===== src/rtl/dtc_pkg.sv =====
package dtc_pkg;

    localparam int TIME_W   = 63;
    localparam int WIDE_W   = 64;
    localparam int FACTOR_W = 21;
    localparam int PROD_W   = 85;
    localparam int ACC_W    = 88;
    localparam int REM_W    = 21;
    localparam int CNT_W    = 7;
    localparam int INDEX_W  = 2;

    localparam int MUL_STEPS = FACTOR_W;
    localparam int DIV_STEPS = PROD_W;

    localparam logic [FACTOR_W-1:0] SCALE_UNIT = FACTOR_W'(1000);

    localparam logic [INDEX_W-1:0] REG_FACTOR = 2'd0;
    localparam logic [INDEX_W-1:0] REG_START  = 2'd1;
    localparam logic [INDEX_W-1:0] REG_FREEZE = 2'd2;

    typedef struct packed {
        logic load;
        logic delta;
        logic absval;
        logic mul_step;
        logic div_step;
        logic sign;
        logic add_ev;
        logic add_start;
        logic out_load;
    } cmd_t;

    typedef struct packed {
        logic bypass;
    } status_t;

endpackage


===== src/rtl/dtc_ctrl.sv =====
module dtc_ctrl (
    input  logic             clk,
    input  logic             rst_n,
    input  logic             in_valid,
    output logic             in_stall,
    output logic             out_valid,
    input  logic             out_stall,
    input  dtc_pkg::status_t status,
    output dtc_pkg::cmd_t    cmd
);

    localparam logic [3:0] S_IDLE   = 4'd0;
    localparam logic [3:0] S_DELTA  = 4'd1;
    localparam logic [3:0] S_ABS    = 4'd2;
    localparam logic [3:0] S_MUL    = 4'd3;
    localparam logic [3:0] S_DIV    = 4'd4;
    localparam logic [3:0] S_SIGN   = 4'd5;
    localparam logic [3:0] S_ADDV   = 4'd6;
    localparam logic [3:0] S_ADDS   = 4'd7;
    localparam logic [3:0] S_FINISH = 4'd8;

    logic [3:0]                state_reg, state_next;
    logic [dtc_pkg::CNT_W-1:0] cnt_reg, cnt_next;
    logic                      out_valid_reg, out_valid_next;
    logic                      accept;
    logic                      out_free;

    assign in_stall  = (state_reg != S_IDLE);
    assign out_valid = out_valid_reg;
    assign accept    = in_valid && !in_stall;
    assign out_free  = !out_valid_reg || !out_stall;

    always_comb
    begin
        state_next     = state_reg;
        cnt_next       = cnt_reg;
        out_valid_next = out_valid_reg;
        cmd            = '0;
        if (out_valid_reg && !out_stall)
        begin
            out_valid_next = 1'b0;
        end
        unique case (state_reg)
            S_IDLE:
            begin
                if (accept)
                begin
                    cmd.load   = 1'b1;
                    state_next = status.bypass ? S_FINISH : S_DELTA;
                end
            end
            S_DELTA:
            begin
                cmd.delta  = 1'b1;
                state_next = S_ABS;
            end
            S_ABS:
            begin
                cmd.absval = 1'b1;
                cnt_next   = dtc_pkg::CNT_W'(dtc_pkg::MUL_STEPS - 1);
                state_next = S_MUL;
            end
            S_MUL:
            begin
                cmd.mul_step = 1'b1;
                cnt_next     = cnt_reg - 1'b1;
                if (cnt_reg == '0)
                begin
                    cnt_next   = dtc_pkg::CNT_W'(dtc_pkg::DIV_STEPS - 1);
                    state_next = S_DIV;
                end
            end
            S_DIV:
            begin
                cmd.div_step = 1'b1;
                cnt_next     = cnt_reg - 1'b1;
                if (cnt_reg == '0)
                begin
                    state_next = S_SIGN;
                end
            end
            S_SIGN:
            begin
                cmd.sign   = 1'b1;
                state_next = S_ADDV;
            end
            S_ADDV:
            begin
                cmd.add_ev = 1'b1;
                state_next = S_ADDS;
            end
            S_ADDS:
            begin
                cmd.add_start = 1'b1;
                state_next    = S_FINISH;
            end
            S_FINISH:
            begin
                // hold the result until the output register frees up
                if (out_free)
                begin
                    cmd.out_load   = 1'b1;
                    out_valid_next = 1'b1;
                    state_next     = S_IDLE;
                end
            end
            default:
            begin
                state_next = S_IDLE;
            end
        endcase
    end

    always_ff @(posedge clk or negedge rst_n)
    begin
        if (!rst_n)
        begin
            state_reg     <= S_IDLE;
            cnt_reg       <= '0;
            out_valid_reg <= 1'b0;
        end
        else
        begin
            state_reg     <= state_next;
            cnt_reg       <= cnt_next;
            out_valid_reg <= out_valid_next;
        end
    end

endmodule


===== src/rtl/dtc_datapath.sv =====
module dtc_datapath (
    input  logic                               clk,
    input  logic                               rst_n,
    input  logic                               cfg_wr_en,
    input  logic [dtc_pkg::INDEX_W-1:0]        cfg_index,
    input  logic [dtc_pkg::TIME_W-1:0]         cfg_data,
    input  logic [dtc_pkg::TIME_W-1:0]         physical_ns,
    input  dtc_pkg::cmd_t                      cmd,
    output dtc_pkg::status_t                   status,
    output logic [dtc_pkg::TIME_W-1:0]         virtual_ns
);

    localparam int PAD_W = dtc_pkg::ACC_W - dtc_pkg::WIDE_W;

    logic [dtc_pkg::FACTOR_W-1:0] factor_reg;
    logic [dtc_pkg::TIME_W-1:0]   start_reg;
    logic [dtc_pkg::TIME_W-1:0]   freeze_reg;
    logic [dtc_pkg::WIDE_W-1:0]   ep_reg, ep_next;
    logic [dtc_pkg::WIDE_W-1:0]   ev_reg, ev_next;

    logic [dtc_pkg::WIDE_W-1:0]   running_reg;
    logic [dtc_pkg::WIDE_W:0]     delta_reg;
    logic                         neg_reg;
    logic [dtc_pkg::PROD_W-1:0]   mcand_reg;
    logic [dtc_pkg::PROD_W-1:0]   prod_reg;
    logic [dtc_pkg::FACTOR_W-1:0] mplier_reg;
    logic [dtc_pkg::FACTOR_W-1:0] divisor_reg;
    logic [dtc_pkg::REM_W-1:0]    rem_reg;
    logic [dtc_pkg::ACC_W-1:0]    acc_reg;
    logic [dtc_pkg::TIME_W-1:0]   res_reg;
    logic [dtc_pkg::TIME_W-1:0]   out_reg;

    logic [dtc_pkg::TIME_W-1:0]   base;
    logic [dtc_pkg::WIDE_W:0]     delta_mag;
    logic                         fneg;
    logic [dtc_pkg::FACTOR_W-1:0] fmag;
    logic [dtc_pkg::FACTOR_W-1:0] mul_val;
    logic [dtc_pkg::FACTOR_W-1:0] div_val;
    logic [dtc_pkg::REM_W:0]      trial;
    logic                         qbit;
    logic [dtc_pkg::ACC_W-1:0]    quot_ext;
    logic [dtc_pkg::ACC_W-1:0]    total;
    logic [dtc_pkg::TIME_W-1:0]   total_sat;
    logic [dtc_pkg::WIDE_W-1:0]   acc_sat;
    logic                         acc_fits;
    logic                         total_high;

    assign status.bypass = (start_reg == '0);
    assign virtual_ns    = out_reg;

    assign base      = (freeze_reg == '0) ? physical_ns : freeze_reg;
    assign delta_mag = delta_reg[dtc_pkg::WIDE_W] ? -delta_reg : delta_reg;

    // factor decode: zero means unscaled, so multiply and divide by one
    assign fneg = factor_reg[dtc_pkg::FACTOR_W-1];
    assign fmag = fneg ? -factor_reg : factor_reg;
    always_comb
    begin
        if (fmag == '0)
        begin
            mul_val = dtc_pkg::FACTOR_W'(1);
            div_val = dtc_pkg::FACTOR_W'(1);
        end
        else if (fneg)
        begin
            mul_val = fmag;
            div_val = dtc_pkg::SCALE_UNIT;
        end
        else
        begin
            mul_val = dtc_pkg::SCALE_UNIT;
            div_val = fmag;
        end
    end

    // one restoring division step; the quotient shifts into the product register
    assign trial = {rem_reg, prod_reg[dtc_pkg::PROD_W-1]};
    assign qbit  = (trial >= {1'b0, divisor_reg});

    assign quot_ext = {{(dtc_pkg::ACC_W - dtc_pkg::PROD_W){1'b0}}, prod_reg};
    assign total    = acc_reg + {{(dtc_pkg::ACC_W - dtc_pkg::TIME_W){1'b0}}, start_reg};

    // saturate the dilated total to signed 64 bits for storage
    assign acc_fits = (acc_reg[dtc_pkg::ACC_W-1:dtc_pkg::WIDE_W-1] == '0)
                   || (acc_reg[dtc_pkg::ACC_W-1:dtc_pkg::WIDE_W-1] == '1);
    always_comb
    begin
        if (acc_fits)
        begin
            acc_sat = acc_reg[dtc_pkg::WIDE_W-1:0];
        end
        else if (acc_reg[dtc_pkg::ACC_W-1])
        begin
            acc_sat = {1'b1, {(dtc_pkg::WIDE_W-1){1'b0}}};
        end
        else
        begin
            acc_sat = {1'b0, {(dtc_pkg::WIDE_W-1){1'b1}}};
        end
    end

    assign total_high = (total[dtc_pkg::ACC_W-1:dtc_pkg::TIME_W] != '0);
    always_comb
    begin
        priority if (total[dtc_pkg::ACC_W-1])
        begin
            total_sat = '0;
        end
        else if (total_high)
        begin
            total_sat = '1;
        end
        else
        begin
            total_sat = total[dtc_pkg::TIME_W-1:0];
        end
    end

    always_comb
    begin
        ep_next = ep_reg;
        ev_next = ev_reg;
        if (cmd.add_start && (freeze_reg == '0))
        begin
            ep_next = running_reg;
            ev_next = acc_sat;
        end
    end

    always_ff @(posedge clk or negedge rst_n)
    begin
        if (!rst_n)
        begin
            factor_reg <= '0;
            start_reg  <= '0;
            freeze_reg <= '0;
            ep_reg     <= '0;
            ev_reg     <= '0;
        end
        else
        begin
            ep_reg <= ep_next;
            ev_reg <= ev_next;
            if (cfg_wr_en)
            begin
                unique case (cfg_index)
                    dtc_pkg::REG_FACTOR: factor_reg <= cfg_data[dtc_pkg::FACTOR_W-1:0];
                    dtc_pkg::REG_START:  start_reg  <= cfg_data;
                    dtc_pkg::REG_FREEZE: freeze_reg <= cfg_data;
                    default:             ;
                endcase
            end
        end
    end

    always_ff @(posedge clk)
    begin
        if (cmd.load)
        begin
            running_reg <= {1'b0, base} - {1'b0, start_reg};
            res_reg     <= physical_ns;
        end
        if (cmd.delta)
        begin
            delta_reg <= {running_reg[dtc_pkg::WIDE_W-1], running_reg}
                       - {ep_reg[dtc_pkg::WIDE_W-1], ep_reg};
        end
        if (cmd.absval)
        begin
            neg_reg     <= delta_reg[dtc_pkg::WIDE_W];
            mcand_reg   <= {{(dtc_pkg::PROD_W - dtc_pkg::WIDE_W){1'b0}},
                            delta_mag[dtc_pkg::WIDE_W-1:0]};
            prod_reg    <= '0;
            rem_reg     <= '0;
            mplier_reg  <= mul_val;
            divisor_reg <= div_val;
        end
        if (cmd.mul_step)
        begin
            if (mplier_reg[0])
            begin
                prod_reg <= prod_reg + mcand_reg;
            end
            mcand_reg  <= {mcand_reg[dtc_pkg::PROD_W-2:0], 1'b0};
            mplier_reg <= {1'b0, mplier_reg[dtc_pkg::FACTOR_W-1:1]};
        end
        if (cmd.div_step)
        begin
            rem_reg  <= qbit ? dtc_pkg::REM_W'(trial - {1'b0, divisor_reg})
                             : trial[dtc_pkg::REM_W-1:0];
            prod_reg <= {prod_reg[dtc_pkg::PROD_W-2:0], qbit};
        end
        if (cmd.sign)
        begin
            acc_reg <= neg_reg ? -quot_ext : quot_ext;
        end
        if (cmd.add_ev)
        begin
            acc_reg <= acc_reg + {{PAD_W{ev_reg[dtc_pkg::WIDE_W-1]}}, ev_reg};
        end
        if (cmd.add_start)
        begin
            res_reg <= total_sat;
        end
        if (cmd.out_load)
        begin
            out_reg <= res_reg;
        end
    end

endmodule


===== src/rtl/dilated_time_clock.sv =====
// Dilated time clock: maps a physical time word (ns) to a dilated virtual time. With
// start_time zero the word passes through unchanged, via res_reg into the output register.
// Otherwise each word goes through setup, a bit-serial multiply of 21 steps by 1000 or the
// factor magnitude (one for a zero factor), a radix-2 restoring divide of 85 steps, then the
// sign and accumulate steps. The output register frees the input side, so the next word is
// taken while a result still waits. Write configuration only while idle.
module dilated_time_clock (
    input  logic                        clk,
    input  logic                        rst_n,
    input  logic                        cfg_wr_en,
    input  logic [dtc_pkg::INDEX_W-1:0] cfg_index,
    input  logic [dtc_pkg::TIME_W-1:0]  cfg_data,
    input  logic                        in_valid,
    output logic                        in_stall,
    input  logic [dtc_pkg::TIME_W-1:0]  physical_ns,
    output logic                        out_valid,
    input  logic                        out_stall,
    output logic [dtc_pkg::TIME_W-1:0]  virtual_ns
);

    dtc_pkg::cmd_t    cmd;
    dtc_pkg::status_t status;

    dtc_ctrl u_ctrl (
        .clk       (clk),
        .rst_n     (rst_n),
        .in_valid  (in_valid),
        .in_stall  (in_stall),
        .out_valid (out_valid),
        .out_stall (out_stall),
        .status    (status),
        .cmd       (cmd)
    );

    dtc_datapath u_datapath (
        .clk         (clk),
        .rst_n       (rst_n),
        .cfg_wr_en   (cfg_wr_en),
        .cfg_index   (cfg_index),
        .cfg_data    (cfg_data),
        .physical_ns (physical_ns),
        .cmd         (cmd),
        .status      (status),
        .virtual_ns  (virtual_ns)
    );

endmodule

===== config.mk =====
export PLATFORM = sky130hd
export DESIGN_NAME = dilated_time_clock
export DESIGN_NICKNAME = d
export VERILOG_FILES = /design/src/rtl/dtc_pkg.sv /design/src/rtl/dtc_ctrl.sv /design/src/rtl/dtc_datapath.sv /design/src/rtl/dilated_time_clock.sv
export SDC_FILE = /design/constraint.sdc
export NUM_CORES = 2
export LEC_CHECK = 0
export CAP_MARGIN = 20
export CORE_ASPECT_RATIO = 0.75
export CORE_MARGIN = 3
export CORE_UTILIZATION = 40
export CTS_CLUSTER_SIZE = 12
export DETAILED_ROUTE_END_ITERATION = 8
export DONT_BUFFER_PORTS = 1
export PLACE_DENSITY = 0.65
export SLEW_MARGIN = 10
export SYNTH_ARGS = -nofsm -noshare
export SYNTH_HDL_FRONTEND = slang
export SYNTH_SLANG_ARGS = --single-unit

===== constraint.sdc =====
create_clock -name clk -period 7.69 [get_ports clk]
set_clock_uncertainty 0.2 [all_clocks]
set_input_delay 1.1535 -clock clk [delete_from_list [all_inputs] [get_ports clk]]
set_output_delay 1.1535 -clock clk [all_outputs]
set_load 0.05 [all_outputs]

==> reports/qor.txt <==
outcome = complete, no violations
post-synth cell types = 85
Final TNS setup = 0 ps
Setup Crit Path Kind = flip-flop to flip-flop
RSZ-0062 raised after global routing = no
Finished Cell Area = 65300 sq um
postcts setup bufs = 0
final hold viol count = 0
Final Max Slew Viols = 0
HP Class = input pin to async pin
standard-cell rows = 122
root buf cell = clkbuf_16
Max FO, Critical Path = 19
max incr delay on CP = 750 ps
Final Critical Period = 6170 ps
CORE AREA = 148000 sq um
DIE HEIGHT = 342 um
CP max stage cell = a211oi_1
Total Routing Usage GR = 0.283
clk_lat worst skew = 760 ps
Via density = 6.19
Max Buffers Root-to-Sink = 3
pin count of the biggest net entering global routing = 288
via count = 53000
CP required = 8100 ps
Mean Syn Cell Area = 9.01 sq um
Post-synth EDFFs = 490
slew margin rel. = 0.0910
total clock sinks = 864
Core Util, Final = 0.440
first-pass GRT wire length = 330000 um
worst slew pin tran = 1360 ps
Area Growth Syn to Fin = 8.77%
register area = 23600 sq um
Max Fclk = 162 MHz
Starting Density = 0.405
nets@finish = 7000
total gr overflow = 0
startpoint type of the worst setup path = flip-flop
P_leak = 26.2 nW
Post-Route WL = 227000 um
Mapped Cells = 6668
PD cells = 364 nW/um^2
Power Total = 23.8 mW
I/O pins = 198
Setup crit end kind = flip-flop
placed cell area = 61800 sq um
top post-synthesis cells by area = edfxtp_1 24%, dfrtp_1 12%, ha_1 8.1%, a21oi_1 4.7%, o21ai_0 4.7%
post-cts sizing count = 0
leading area contributor after synthesis = edfxtp_1
post-synth top area share = 0.245
synthesis-stage register bit count = 864
total CTS buffers = 96
register area share after synthesis = 0.393
DR iter-0 viols = 6490
Pre-antenna DRT Iters = 6
Peak supply drop = 207 uV
multi-input logic area = 34300 sq um
H-tree depth = 3
fillers = 14400
Mapped Nets = 7194
initial antenna violation count = 15
Async S/R FF share, synth = 0.332
Final ANT Viol Nets = 0
layout cells sized above 1 = 0.0665
GPL Wtd Cong = 1.00
I/O Buffers = 0
final setup fails = 0
Syn Std Cell Area = 60100 sq um
die area = 155000 sq um
Critical Path AT = 6580 ps
vias in the first global route = 48100
max FFs per register = 88
CTS tree = built
DR WL/cell = 26.5 um
Die Span X = 453 um
Syn. warnings = 0
CP Cell Sequence = nor4_1 -> nand4_1 -> nor4_2 -> buf_4 -> a21o_1 -> ha_1 -> nor2b_1 -> o31a_1 -> o2111ai_1 -> nand3_1 -> a211oi_1 -> a211o_1 -> a31oi_1 -> a221o_1 -> nand3_1 -> nand2_1 -> a21o_1 -> a21oi_1
Final Cycle Share = 0.803
max-cap violations = 0
Primary FF master, synth = edfxtp_1
dpl hpwl = 177000 um
# DRC = 0
Reg clk slew, reported paths = 60 ps
area by class of cell:
class / instances / area share
diodes: 14 / 0.000536
clock buffers: 144 / 0.0433
clock inverters: 38 / 0.00877
inverters: 257 / 0.0148
multi-input cells: 5200 / 0.525
flip-flops and latches: 864 / 0.362
well taps: 1984 / 0.0380
repair buffers: 55 / 0.00776
per-layer routing:
layer / routed length (um) / up-vias / global-route usage
met1: 107000 / 26000 / 0.438
li1: - / 24200 / -
met5: 87 / - / 0
met3: 25300 / 303 / 0.0777
met2: 87900 / 2495 / 0.379
met4: 6860 / 12 / 0.0777
critical path, delay by kind of cell (launching register included):
family | cells | cell delay, ps
AND/OR/NAND/NOR | 7 | 1860
buffers and inverters | 1 | 310
adder cells (fa/ha/maj) | 1 | 230
AO/OA/AOI/OAI | 9 | 2900
flip-flops | 1 | 530
cells in the final DEF (no fill, tap or decap), drive strengths merged, types with 60 or more instances in the layout:
master	Yosys	final
dfxtp	87	87
nor2	510	510
nand3	94	94
a21oi	570	570
xnor2	300	300
mux2	148	148
o31ai	74	74
nor4	71	71
clkbuf	315	144
or3	60	60
a221oi	70	70
nand2	692	692
a31oi	102	102
dfrtp	287	287
o21ai	575	575
xor2	221	221
edfxtp	490	490
ha	387	387
and2	60	60
a21o	284	284
nand4	143	143
nor3	100	100
inv	257	258
o21bai	83	83
final timing paths:
check,endpoint,cells after the start,slack [ps],startpoint
worst max-delay path,u_datapath.running_reg[63],18,1520,u_datapath.freeze_reg[8]
worst min-delay path,u_datapath.ev_reg[5],1,90,rst_n
worst max register to register,u_datapath.running_reg[63],18,1520,u_datapath.freeze_reg[8]
worst min register to register,u_datapath.virtual_ns[45],0,220,u_datapath.res_reg[45]
max in group asynchronous,u_datapath.ep_reg[61],1,5890,rst_n
min in group clk,u_datapath.virtual_ns[45],0,220,u_datapath.res_reg[45]
logic make-up (layout without fill, tap and decap cells):
group / after synthesis / in the layout / synth area share
other cells: 1 / 15 / 0.0000624
buf+inv: 604 / 494 / 0.0379
xor+xnor: 521 / 521 / 0.0760
simple gates: 2011 / 2011 / 0.159
fa+ha+maj: 393 / 393 / 0.0826
flops: 864 / 864 / 0.393
compound gates: 2094 / 2094 / 0.218
mux: 180 / 180 / 0.0331
metrics by stage:
stage	hold slack [ps]	instances	setup slack, ps
2_1_floorplan	200	6668	2770
3_3_place_gp	204	8352	1510
3_5_place_dp	206	8358	1670
4_1_cts	-145	8540	1590
5_1_grt	83.7	8544	1330
6_report	94.3	8556	1520
cells in the mapped netlist (10+ instances only):
master     count
a2111oi_0     11
a211oi_1      46
a21boi_0      21
a21o_1       284
a21oi_1      570
a221oi_1      70
a22oi_1       19
a311oi_1      10
a31oi_1      102
and2_1        58
and3_1        47
and4_1        16
buf_1         25
clkbuf_1     315
dfrtp_1      287
dfxtp_1       87
edfxtp_1     490
ha_1         387
inv_1        257
mux2_2       148
mux2i_1       32
nand2_1      692
nand2b_1      54
nand3_1       94
nand4_1      143
nor2_1       510
nor2b_1       51
nor3_1       100
nor3b_1       11
nor4_1        70
o211ai_1      35
o21a_1        45
o21ai_0      569
o21bai_1      83
o22ai_1       11
o31a_1        10
o31ai_1       73
o41ai_1       28
or2_2         28
or3_1         58
or4_1         36
xnor2_1      300
xor2_1       221
power by group:
part / internal [mW] / switching (mW)
registers: 6.55 / 1.31
clock network: 2.88 / 2.11
logic: 3.83 / 7.10
total: 13.3 / 10.5
Note: power is estimated with default switching activity, not from simulation.
